### src/rtl/stpg_pkg.sv
package stpg_pkg;

  // field widths
  localparam int STEP_W   = 17;
  localparam int SPD_W    = 13;
  localparam int RATIO_W  = 16;
  localparam int TIME_W   = 15;
  localparam int STAT_W   = 3;
  localparam int KIND_W   = 2;
  localparam int ADDR_W   = 4;
  localparam int REG_W    = 2;
  localparam int S_DATA_W = 24;
  localparam int M_DATA_W = 40;
  localparam int PROD_W   = STEP_W + SPD_W;

  // parameter defaults
  localparam int unsigned STEP_COUNT_MAX_DEF = 100000;
  localparam int unsigned TICK_HZ_DEF        = 1000000;

  // limits
  localparam logic [SPD_W-1:0]   SPEED_LO   = 13'd100;
  localparam logic [SPD_W-1:0]   SPEED_HI   = 13'd5000;
  localparam logic [RATIO_W-1:0] RATIO_MAX  = 16'd32768;
  localparam logic [TIME_W-1:0]  HALF_CLAMP = 15'd30000;

  // register reset values
  localparam logic [SPD_W-1:0]   START_SPEED_RST = 13'd200;
  localparam logic [SPD_W-1:0]   MAX_SPEED_RST   = 13'd2000;
  localparam logic [RATIO_W-1:0] RATIO_RST       = 16'd13107;

  // register indexes
  localparam logic [REG_W-1:0] REG_START_SPEED = 2'd0;
  localparam logic [REG_W-1:0] REG_MAX_SPEED   = 2'd1;
  localparam logic [REG_W-1:0] REG_RAMP_RATIO  = 2'd2;

  // item kinds
  localparam logic [KIND_W-1:0] KIND_START = 2'd0;
  localparam logic [KIND_W-1:0] KIND_NEXT  = 2'd1;
  localparam logic [KIND_W-1:0] KIND_STOP  = 2'd2;

  typedef enum logic [STAT_W-1:0] {
    ST_PULSE   = 3'd0,
    ST_STARTED = 3'd1,
    ST_BUSY    = 3'd2,
    ST_BAD     = 3'd3,
    ST_STOPPED = 3'd4,
    ST_IDLE    = 3'd5
  } status_t;

endpackage

### src/rtl/stpg_div.sv
module stpg_div #(
  parameter int NUM_W = stpg_pkg::PROD_W,
  parameter int DEN_W = stpg_pkg::STEP_W
) (
  input  logic             clk,
  input  logic             rst,
  input  logic             start,
  input  logic [NUM_W-1:0] num,
  input  logic [DEN_W-1:0] den,
  output logic             done,
  output logic [NUM_W-1:0] quo
);
  localparam int CNT_W = $clog2(NUM_W + 1);

  logic [DEN_W-1:0] rem;
  logic [DEN_W-1:0] den_r;
  logic [CNT_W-1:0] cnt;
  logic [DEN_W:0]   rem_sh;
  logic [DEN_W:0]   rem_sub;
  logic             take;

  // restoring divide, one quotient bit per cycle
  assign rem_sh  = {rem, quo[NUM_W-1]};
  assign rem_sub = rem_sh - {1'b0, den_r};
  assign take    = rem_sh >= {1'b0, den_r};
  assign done    = cnt == '0;

  always_ff @(posedge clk) begin
    if (rst) begin
      cnt <= '0;
    end else if (start) begin
      cnt <= CNT_W'(NUM_W);
    end else if (cnt != '0) begin
      cnt <= cnt - 1'b1;
    end
  end

  always_ff @(posedge clk) begin
    if (start) begin
      quo   <= num;
      rem   <= '0;
      den_r <= den;
    end else if (cnt != '0) begin
      quo <= {quo[NUM_W-2:0], take};
      rem <= take ? rem_sub[DEN_W-1:0] : rem_sh[DEN_W-1:0];
    end
  end

endmodule

### src/rtl/stepper_trapezoid_pulse_gen.sv
// Channel   Dir  Handshake                 Payload
// s_axis    in   s_axis_tvalid/tready      tuser = kind; tdata = step_count, turn_cw
// m_axis    out  m_axis_tvalid/tready      tdata = status, high/low time, dir; tlast
// apb       in   psel/penable/pwrite       start speed, max speed, ramp ratio
//
// Flow: one item at a time, s_axis_tready is high only while the sequencer idles.
//   start, stop, reject or idle answer: no divide (a good start passes the multiplier).
//   cruise pulse: one pass of the serial divider.
//   ramp pulse: speed interpolation, then period divide, both on the shared
//   one-bit-per-cycle divider.
// Reset: synchronous, clears move state, registers to their defaults, output empty.
// Stalls: a held result in the output register only delays the sequencer's hand-off;
//   the next item may be taken once the result is loaded.
module stepper_trapezoid_pulse_gen #(
  parameter int unsigned STEP_COUNT_MAX = stpg_pkg::STEP_COUNT_MAX_DEF,
  parameter int unsigned TICK_HZ        = stpg_pkg::TICK_HZ_DEF
) (
  input  logic                          clk,
  input  logic                          rst,
  // config port
  input  logic                          psel,
  input  logic                          penable,
  input  logic                          pwrite,
  input  logic [stpg_pkg::ADDR_W-1:0]   paddr,
  input  logic [31:0]                   pwdata,
  output logic [31:0]                   prdata,
  output logic                          pready,
  // input items
  input  logic                          s_axis_tvalid,
  output logic                          s_axis_tready,
  input  logic [stpg_pkg::S_DATA_W-1:0] s_axis_tdata,  // [16:0] step_count, [17] turn_cw
  input  logic [stpg_pkg::KIND_W-1:0]   s_axis_tuser,  // [1:0] kind
  // result items
  output logic                          m_axis_tvalid,
  input  logic                          m_axis_tready,
  output logic [stpg_pkg::M_DATA_W-1:0] m_axis_tdata,  // [2:0] status, [17:3] high_time_us,
                                                       // [32:18] low_time_us, [33] dir_level
  output logic                          m_axis_tlast   // last_step
);
  import stpg_pkg::*;

  localparam int TICK_W = $clog2(TICK_HZ + 1);
  localparam int NUM_W  = (PROD_W > TICK_W) ? PROD_W : TICK_W;
  localparam int MUL_W  = STEP_W + RATIO_W;

  typedef enum logic [5:0] {
    S_IDLE  = 6'b000001,
    S_MUL   = 6'b000010,
    S_SPLIT = 6'b000100,
    S_DIV1  = 6'b001000,
    S_DIV2  = 6'b010000,
    S_OUT   = 6'b100000
  } state_t;

  state_t state;

  // config registers
  logic [SPD_W-1:0]   start_speed_hz;
  logic [SPD_W-1:0]   max_speed_hz;
  logic [RATIO_W-1:0] ramp_ratio_q16;
  logic [REG_W-1:0]   reg_idx;
  logic               cfg_wr;

  // move state
  logic               moving;
  logic [STEP_W-1:0]  step_index;
  logic [STEP_W-1:0]  total_steps;
  logic [STEP_W-1:0]  accel_count;
  logic [STEP_W-1:0]  cruise_count;
  logic [STEP_W-1:0]  decel_count;
  logic               move_dir;
  logic [SPD_W-1:0]   lat_start;
  logic [SPD_W-1:0]   lat_max;

  // work registers
  logic               is_start;
  logic               in_decel;
  logic [STEP_W-1:0]  op_a;
  logic [RATIO_W-1:0] op_b;
  logic [STEP_W-1:0]  den_r;
  logic [MUL_W-1:0]   prod;

  // staged result
  status_t            res_status;
  logic [TIME_W-1:0]  res_hi;
  logic [TIME_W-1:0]  res_lo;
  logic               res_dir;
  logic               res_last;

  // output register
  status_t            out_status;
  logic [TIME_W-1:0]  out_hi;
  logic [TIME_W-1:0]  out_lo;
  logic               out_dir;
  logic               out_last;
  logic               out_free;

  // input decode
  logic               accept;
  logic [KIND_W-1:0]  in_kind;
  logic [STEP_W-1:0]  in_steps;
  logic               in_cw;
  logic               bad_start;

  // pulse region
  logic [SPD_W-1:0]   diff;
  logic [STEP_W:0]    cru_end;
  logic               in_acc;
  logic               in_cru;
  logic [STEP_W-1:0]  dec_idx;

  // shared multiplier
  logic [MUL_W-1:0]   mul_out;

  // start split
  logic [STEP_W-1:0]  acc_raw;
  logic               split_big;
  logic [STEP_W-1:0]  acc_n;
  logic [STEP_W-1:0]  dec_n;

  // shared divider
  logic               dv_start;
  logic [NUM_W-1:0]   dv_num;
  logic [STEP_W-1:0]  dv_den;
  logic               dv_done;
  logic [NUM_W-1:0]   dv_quo;

  // speed and period
  logic [SPD_W-1:0]   sp_dec;
  logic [SPD_W-1:0]   sp_calc;
  logic [NUM_W-1:0]   hi_full;
  logic [NUM_W-1:0]   lo_full;
  logic [TIME_W-1:0]  hi_clamp;
  logic [TIME_W-1:0]  lo_clamp;
  logic [STEP_W-1:0]  idx_inc;
  logic               last_pulse;

  // ---------------- config port ----------------
  assign pready  = 1'b1;
  assign reg_idx = paddr[ADDR_W-1:2];
  assign cfg_wr  = psel & penable & pwrite;

  always_ff @(posedge clk) begin
    if (rst) begin
      start_speed_hz <= START_SPEED_RST;
      max_speed_hz   <= MAX_SPEED_RST;
      ramp_ratio_q16 <= RATIO_RST;
    end else if (cfg_wr) begin
      unique case (reg_idx)
        REG_START_SPEED: start_speed_hz <= pwdata[SPD_W-1:0];
        REG_MAX_SPEED:   max_speed_hz   <= pwdata[SPD_W-1:0];
        REG_RAMP_RATIO:  ramp_ratio_q16 <= pwdata[RATIO_W-1:0];
        default: ;
      endcase
    end
  end

  always_comb begin
    unique case (reg_idx)
      REG_START_SPEED: prdata = 32'(start_speed_hz);
      REG_MAX_SPEED:   prdata = 32'(max_speed_hz);
      REG_RAMP_RATIO:  prdata = 32'(ramp_ratio_q16);
      default:         prdata = '0;
    endcase
  end

  // ---------------- input side ----------------
  assign s_axis_tready = state == S_IDLE;
  assign accept        = s_axis_tvalid & s_axis_tready;
  assign in_kind       = s_axis_tuser;
  assign in_steps      = s_axis_tdata[STEP_W-1:0];
  assign in_cw         = s_axis_tdata[STEP_W];

  assign bad_start = (in_steps == '0) || (32'(in_steps) > STEP_COUNT_MAX) ||
                     (max_speed_hz < SPEED_LO) || (max_speed_hz > SPEED_HI) ||
                     (start_speed_hz < SPEED_LO) || (start_speed_hz >= max_speed_hz) ||
                     (ramp_ratio_q16 > RATIO_MAX);

  // which part of the trapezoid the next pulse falls in
  assign diff    = (lat_max > lat_start) ? lat_max - lat_start : '0;
  assign cru_end = {1'b0, accel_count} + {1'b0, cruise_count};
  assign in_acc  = step_index < accel_count;
  assign in_cru  = {1'b0, step_index} < cru_end;
  assign dec_idx = step_index - accel_count - cruise_count;

  // steps*ratio at start, index*(max-start) on the ramps
  assign mul_out = MUL_W'(op_a) * MUL_W'(op_b);

  // accel = floor(steps*ratio), halved split when cruise would go negative
  assign acc_raw   = prod[MUL_W-1:RATIO_W];
  assign split_big = {acc_raw, 1'b0} > {1'b0, op_a};
  assign acc_n     = split_big ? (op_a >> 1) : acc_raw;
  assign dec_n     = split_big ? (op_a - (op_a >> 1)) : acc_raw;

  // speed from the ramp quotient; decel side floored at start speed
  assign sp_dec  = (dv_quo < NUM_W'(lat_max)) ? lat_max - dv_quo[SPD_W-1:0] : '0;
  assign sp_calc = in_decel ? ((sp_dec < lat_start) ? lat_start : sp_dec)
                            : lat_start + dv_quo[SPD_W-1:0];

  // period split into two halves, each clamped
  assign hi_full    = dv_quo >> 1;
  assign lo_full    = dv_quo - hi_full;
  assign hi_clamp   = (hi_full > NUM_W'(HALF_CLAMP)) ? HALF_CLAMP : hi_full[TIME_W-1:0];
  assign lo_clamp   = (lo_full > NUM_W'(HALF_CLAMP)) ? HALF_CLAMP : lo_full[TIME_W-1:0];
  assign idx_inc    = step_index + 1'b1;
  assign last_pulse = idx_inc >= total_steps;

  // divider launches
  always_comb begin
    dv_start = 1'b0;
    dv_num   = '0;
    dv_den   = '0;
    priority if (state == S_IDLE && accept && in_kind == KIND_NEXT && moving &&
                 !in_acc && (in_cru || decel_count == '0)) begin
      // cruise: period straight from max speed
      dv_start = 1'b1;
      dv_num   = NUM_W'(TICK_HZ);
      dv_den   = STEP_W'(lat_max);
    end else if (state == S_MUL && !is_start) begin
      dv_start = 1'b1;
      dv_num   = NUM_W'(mul_out[PROD_W-1:0]);
      dv_den   = den_r;
    end else if (state == S_DIV1 && dv_done) begin
      dv_start = 1'b1;
      dv_num   = NUM_W'(TICK_HZ);
      dv_den   = STEP_W'(sp_calc);
    end else begin
      dv_start = 1'b0;
    end
  end

  stpg_div #(
    .NUM_W (NUM_W),
    .DEN_W (STEP_W)
  ) u_div (
    .clk   (clk),
    .rst   (rst),
    .start (dv_start),
    .num   (dv_num),
    .den   (dv_den),
    .done  (dv_done),
    .quo   (dv_quo)
  );

  // ---------------- sequencer ----------------
  assign out_free = !m_axis_tvalid || m_axis_tready;

  always_ff @(posedge clk) begin
    if (rst) begin
      state        <= S_IDLE;
      moving       <= 1'b0;
      step_index   <= '0;
      total_steps  <= '0;
      accel_count  <= '0;
      cruise_count <= '0;
      decel_count  <= '0;
      move_dir     <= 1'b0;
      lat_start    <= '0;
      lat_max      <= '0;
      is_start     <= 1'b0;
      in_decel     <= 1'b0;
    end else begin
      unique case (state)
        S_IDLE: begin
          if (accept) begin
            unique case (in_kind)
              KIND_START: begin
                if (moving) begin
                  state <= S_OUT;
                end else if (bad_start) begin
                  state <= S_OUT;
                end else begin
                  is_start <= 1'b1;
                  state    <= S_MUL;
                end
              end
              KIND_NEXT: begin
                if (!moving) begin
                  state <= S_OUT;
                end else if (in_acc) begin
                  is_start <= 1'b0;
                  in_decel <= 1'b0;
                  state    <= S_MUL;
                end else if (in_cru || decel_count == '0) begin
                  state <= S_DIV2;
                end else begin
                  is_start <= 1'b0;
                  in_decel <= 1'b1;
                  state    <= S_MUL;
                end
              end
              KIND_STOP: begin
                moving <= 1'b0;
                state  <= S_OUT;
              end
              default: ;  // unused kind: no result
            endcase
          end
        end
        S_MUL: begin
          state <= is_start ? S_SPLIT : S_DIV1;
        end
        S_SPLIT: begin
          accel_count  <= acc_n;
          decel_count  <= dec_n;
          cruise_count <= op_a - acc_n - dec_n;
          total_steps  <= op_a;
          step_index   <= '0;
          move_dir     <= res_dir;
          lat_start    <= start_speed_hz;
          lat_max      <= max_speed_hz;
          moving       <= 1'b1;
          state        <= S_OUT;
        end
        S_DIV1: begin
          if (dv_done) begin
            state <= S_DIV2;
          end
        end
        S_DIV2: begin
          if (dv_done) begin
            step_index <= idx_inc;
            if (last_pulse) begin
              moving <= 1'b0;
            end
            state <= S_OUT;
          end
        end
        S_OUT: begin
          if (out_free) begin
            state <= S_IDLE;
          end
        end
        default: state <= S_IDLE;
      endcase
    end
  end

  // payload side of the sequencer
  always_ff @(posedge clk) begin
    unique case (state)
      S_IDLE: begin
        if (accept) begin
          res_hi   <= '0;
          res_lo   <= '0;
          res_last <= 1'b0;
          // a good start takes the new direction, everything else keeps the move's
          res_dir  <= (in_kind == KIND_START && !moving && !bad_start) ? in_cw : move_dir;
          unique case (in_kind)
            KIND_START: begin
              op_a <= in_steps;
              op_b <= ramp_ratio_q16;
              if (moving) begin
                res_status <= ST_BUSY;
              end else if (bad_start) begin
                res_status <= ST_BAD;
              end
            end
            KIND_NEXT: begin
              res_status <= moving ? ST_PULSE : ST_IDLE;
              op_b       <= RATIO_W'(diff);
              if (in_acc) begin
                op_a  <= step_index;
                den_r <= accel_count;
              end else begin
                op_a  <= dec_idx;
                den_r <= decel_count;
              end
            end
            KIND_STOP: res_status <= moving ? ST_STOPPED : ST_IDLE;
            default: ;
          endcase
        end
      end
      S_MUL:   prod <= mul_out;
      S_SPLIT: res_status <= ST_STARTED;
      S_DIV2: begin
        if (dv_done) begin
          res_hi   <= hi_clamp;
          res_lo   <= lo_clamp;
          res_last <= last_pulse;
        end
      end
      default: ;
    endcase
  end

  // ---------------- output register ----------------
  always_ff @(posedge clk) begin
    if (rst) begin
      m_axis_tvalid <= 1'b0;
    end else if (state == S_OUT && out_free) begin
      m_axis_tvalid <= 1'b1;
    end else if (m_axis_tready) begin
      m_axis_tvalid <= 1'b0;
    end
  end

  always_ff @(posedge clk) begin
    if (state == S_OUT && out_free) begin
      out_status <= res_status;
      out_hi     <= res_hi;
      out_lo     <= res_lo;
      out_dir    <= res_dir;
      out_last   <= res_last;
    end
  end

  assign m_axis_tdata = {M_DATA_W'(0)} |
                        M_DATA_W'({out_dir, out_lo, out_hi, out_status});
  assign m_axis_tlast = out_last;

endmodule

### config.mk
export PLATFORM = sky130hd
export DESIGN_NAME = stepper_trapezoid_pulse_gen
export DESIGN_NICKNAME = d
export VERILOG_FILES = /design/src/rtl/stpg_pkg.sv /design/src/rtl/stpg_div.sv /design/src/rtl/stepper_trapezoid_pulse_gen.sv
export SDC_FILE = /design/constraint.sdc
export NUM_CORES = 2
export LEC_CHECK = 0
export ABC_CLOCK_PERIOD_IN_PS = 5900
export BUFFER_PORTS_ARGS = -buffer_cell sky130_fd_sc_hd__buf_2
export CAP_MARGIN = 20
export CORE_UTILIZATION = 58
export CTS_CLUSTER_DIAMETER = 80
export DETAILED_ROUTE_END_ITERATION = 6
export GPL_TIMING_DRIVEN = 0
export PLACE_DENSITY_LB_ADDON = 0.3
export SLEW_MARGIN = 10
export SYNTH_ARGS = -nofsm -noshare
export SYNTH_HDL_FRONTEND = slang
export SYNTH_SLANG_ARGS = --single-unit
### constraint.sdc
create_clock -name clk -period 5.9 [get_ports clk]
set_clock_uncertainty 0.05 [all_clocks]
set_input_delay 0.59 -clock clk [delete_from_list [all_inputs] [get_ports clk]]
set_output_delay 0.59 -clock clk [all_outputs]
set_load 0.01 [all_outputs]
==> metrics.cfg <==
[critical_path]
r2r_setup_slack_ns=-0.87
cp-startpoint=op_a[6]$_DFFE_PP_
worst_setup_path_end_kind=flip-flop
start_kind=flip-flop
r2r_end=u_div.quo[24]$_DFFE_PP_
path_max_fanout=6
r2r_start=op_a[6]$_DFFE_PP_
cp.arrival_ns=7.06
crit_required_ns=6.19
r2r_cells=26
critical_path_class=flip-flop to flip-flop

[timing]
period_share_pct=115
rsz0062_at_grt=yes
timing.fmax_mhz=148
slew_viol_final=0
post-route-min-period_ns=6.77
fin_ws_ns=-0.872
whs_ns=0.166
slew_headroom_pct=34.1
worstMarginPinSlew_ns=0.989
fin_tns_setup_ns=-20.38
hold_viol_final=0
finalSetupViolations=36

[global_route]
grt_pass1_vias=30934
grt_usage_pct=37.0
grt_max_degree=32
grt_pass1_wl_um=177000
overflow=0
antenna_found_initial=4

[logic_synthesis]
synth.top_cell.area_share_pct=15.6
avgSynthCellArea_sq_um=8.83
ys_ff_latch=370
yosysSeqAreaShare_pct=26.1
synth_edf_count=184
ys.warnings.count=0
netlist_area_sq_um=35500
synthTopCellsByArea=edfxtp_1, ha_1, fa_1, dfxtp_1, inv_1
yosysUniqueCellTypes=87
synth_top_cell_by_area=edfxtp_1
synthArstFlopShare_pct=0
synth_cells=4021
ys.flop_type=dfxtp_1

[cts]
cts_tree=built
path_clk_slew_ns=0.06
clock_latency_ns=0.58
cts_buffer_depth=3
clkSinkCount=370
htreeDepth=2
cts_buffers=43
ctsHoldBuffers=0
cts_root_buffer=clkbuf_16

[hold_path]
hold_path_depth=3
hp-class=primary input to flip-flop
holdCritStartpoint=pwdata[13]
hold_end=ramp_ratio_q16[13]$_SDFFE_PP1P_

[flow_run]
cap_violations=0

[status]
outcome=complete, but fails checks
violations=setup timing

[floorplanning]
die_width_um=249
core_area_sq_um=60400
die_h_um=249
ios=145
fp-row-count=90
start_util_pct=58.8
fp.dieArea_sq_um=62200

[layout]
drive_gt1_share_pct=14.1
fin_nets=5027
fin_area_sq_um=41100
syn_to_final_growth_pct=15.8
fill_cells=4685

[route]
drt-total-wl_um=117000
drt-initial-drc-count=3236
firstDrtPassIters=6
routed_via_density=6.15
drc=0
avgRoutedWirePerCell_um=22.9
routed-via-count=31459
ant_nets=0

[place]
gp_congestion=0.996
dpl-instance-area_sq_um=37500
dp_slack_ns=-2.17
io_buffers=96
hpwl_um=87200

==> state kept, by name, summed over array words and instances, names as in the netlist, 5 cells and up <==
name and cells:
den_r 17, out_hi 15, u_div.den_r 17, u_div.quo 30, ramp_ratio_q16 16, step_index 17, total_steps 17, op_a 17
out_lo 15, decel_count 17, res_lo 15, cruise_count 17, state 6, op_b 16, res_hi 15, start_speed_hz 13
lat_max 13, accel_count 17, u_div.rem 17, prod 17, lat_start 13, max_speed_hz 13, u_div.cnt 5
==> timing repair <==
item,4_1_cts,5_1_grt
gates resized for setup,203,105
cloned,1,0
buffers inserted,76,44
setup endpoints to repair,145,127
pin swaps,63,76
==> final cells by class <==
type	instances	area [sq um]	share of cell area, %
Tap cell	782	978	2.38
Buffer	178	1320	3.22
Sequential cell	370	9250	22.5
Clock inverter	28	270	0.658
Timing Repair Buffer	216	1550	3.78
Antenna cell	1	2.50	0.00609
Clock buffer	51	1160	2.82
Inverter	506	1900	4.63
Timing Repair inverter	1	7.51	0.0183
Multi-Input combinational cell	2985	24700	60.0
==> worst max path at each step <==
stage          cells past startpoint                             to
2_1_floorplan                     27  cruise_count[16]$_SDFFE_PP0P_
3_3_place_gp                      27  cruise_count[16]$_SDFFE_PP0P_
3_5_place_dp                      27  cruise_count[16]$_SDFFE_PP0P_
4_1_cts                           25        u_div.quo[29]$_DFFE_PP_
5_1_grt                           25        u_div.quo[23]$_DFFE_PP_
6_report                          26        u_div.quo[24]$_DFFE_PP_
==> cells by family (layout without fill, tap and decap cells) <==
kind of cell / count (synthesis) / count (layout) / share of synthesized area (%)
AOI/OAI and AO/OA: 842 / 842 / 15.2
xor gates and xnor gates: 149 / 149 / 3.68
adders and majority gates: 657 / 657 / 28.4
buffers and inverters: 687 / 980 / 7.55
DFF: 370 / 370 / 26.1
muxes: 93 / 93 / 2.80
other: 2 / 24 / 0.0212
and+or+nand+nor: 1221 / 1221 / 16.3
==> worst max-delay path: stages, from the launching register on <==
cell and delay, ns:
edfxtp_1 0.54, buf_8 0.22, clkbuf_16 0.17, and2_4 0.14, fa_2 0.53, inv_2 0.04
fa_2 0.53, fa_2 0.44, fa_1 0.51, inv_2 0.05, fa_1 0.49, inv_2 0.05
fa_2 0.56, inv_2 0.04, ha_4 0.23, buf_6 0.12, buf_6 0.12, a21oi_4 0.15
o22ai_2 0.11, nor2_2 0.15, a31oi_4 0.12, buf_12 0.16, a21boi_4 0.17, o21bai_1 0.12
a21oi_2 0.33, xnor2_4 0.18, a22o_1 0.20
==> synthesized netlist by cell type, drive strengths merged, types with 69 or more instances <==
cell    instances
a21o           73
a21oi         295
and2          135
clkbuf        145
dfxtp         186
edfxtp        184
fa            247
ha            410
inv           505
nand2         498
nand3          69
nor2          220
nor3           83
o21ai         150
xnor2          80
xor2           69
==> placed cells by master (no fill, tap or decap), types with 23 or more instances in the layout <==
master,instances
clkbuf_1,94
mux2_2,51
clkbuf_16,52
buf_6,23
a21oi_1,273
nand3_1,67
nand4_1,30
and2_1,129
o21a_1,50
buf_2,101
nand2b_1,23
ha_1,395
inv_1,487
nor2b_1,41
a211oi_1,37
o2bb2ai_1,25
o211ai_1,35
o21ai_0,113
edfxtp_1,184
conb_1,23
nor2_1,212
nor4_1,27
buf_4,115
nand2_1,488
nor3_1,72
xnor2_1,68
a21o_1,73
mux2i_1,39
o21ai_1,23
dfxtp_1,185
xor2_1,61
fa_1,237
==> per-stage QoR <==
step	util, %	instances
after global placement	61.9	4920
after floorplan	-	4042
final	68.1	5118
after global routing	68.1	5118
after detailed placement	62.1	4924
after CTS	67.0	5078
==> metal layers <==
layer  share of wire [%]  wire [um]  track usage (%)
met5               0.019         22                0
met3                 9.7      11300             6.82
met4                 6.8       7960             21.0
met2                  45      52400             58.8
met1                  39      45400             47.5
Power is not shown: default switching activity piles up to over one toggle a cycle in this logic, so the estimate is an artifact.
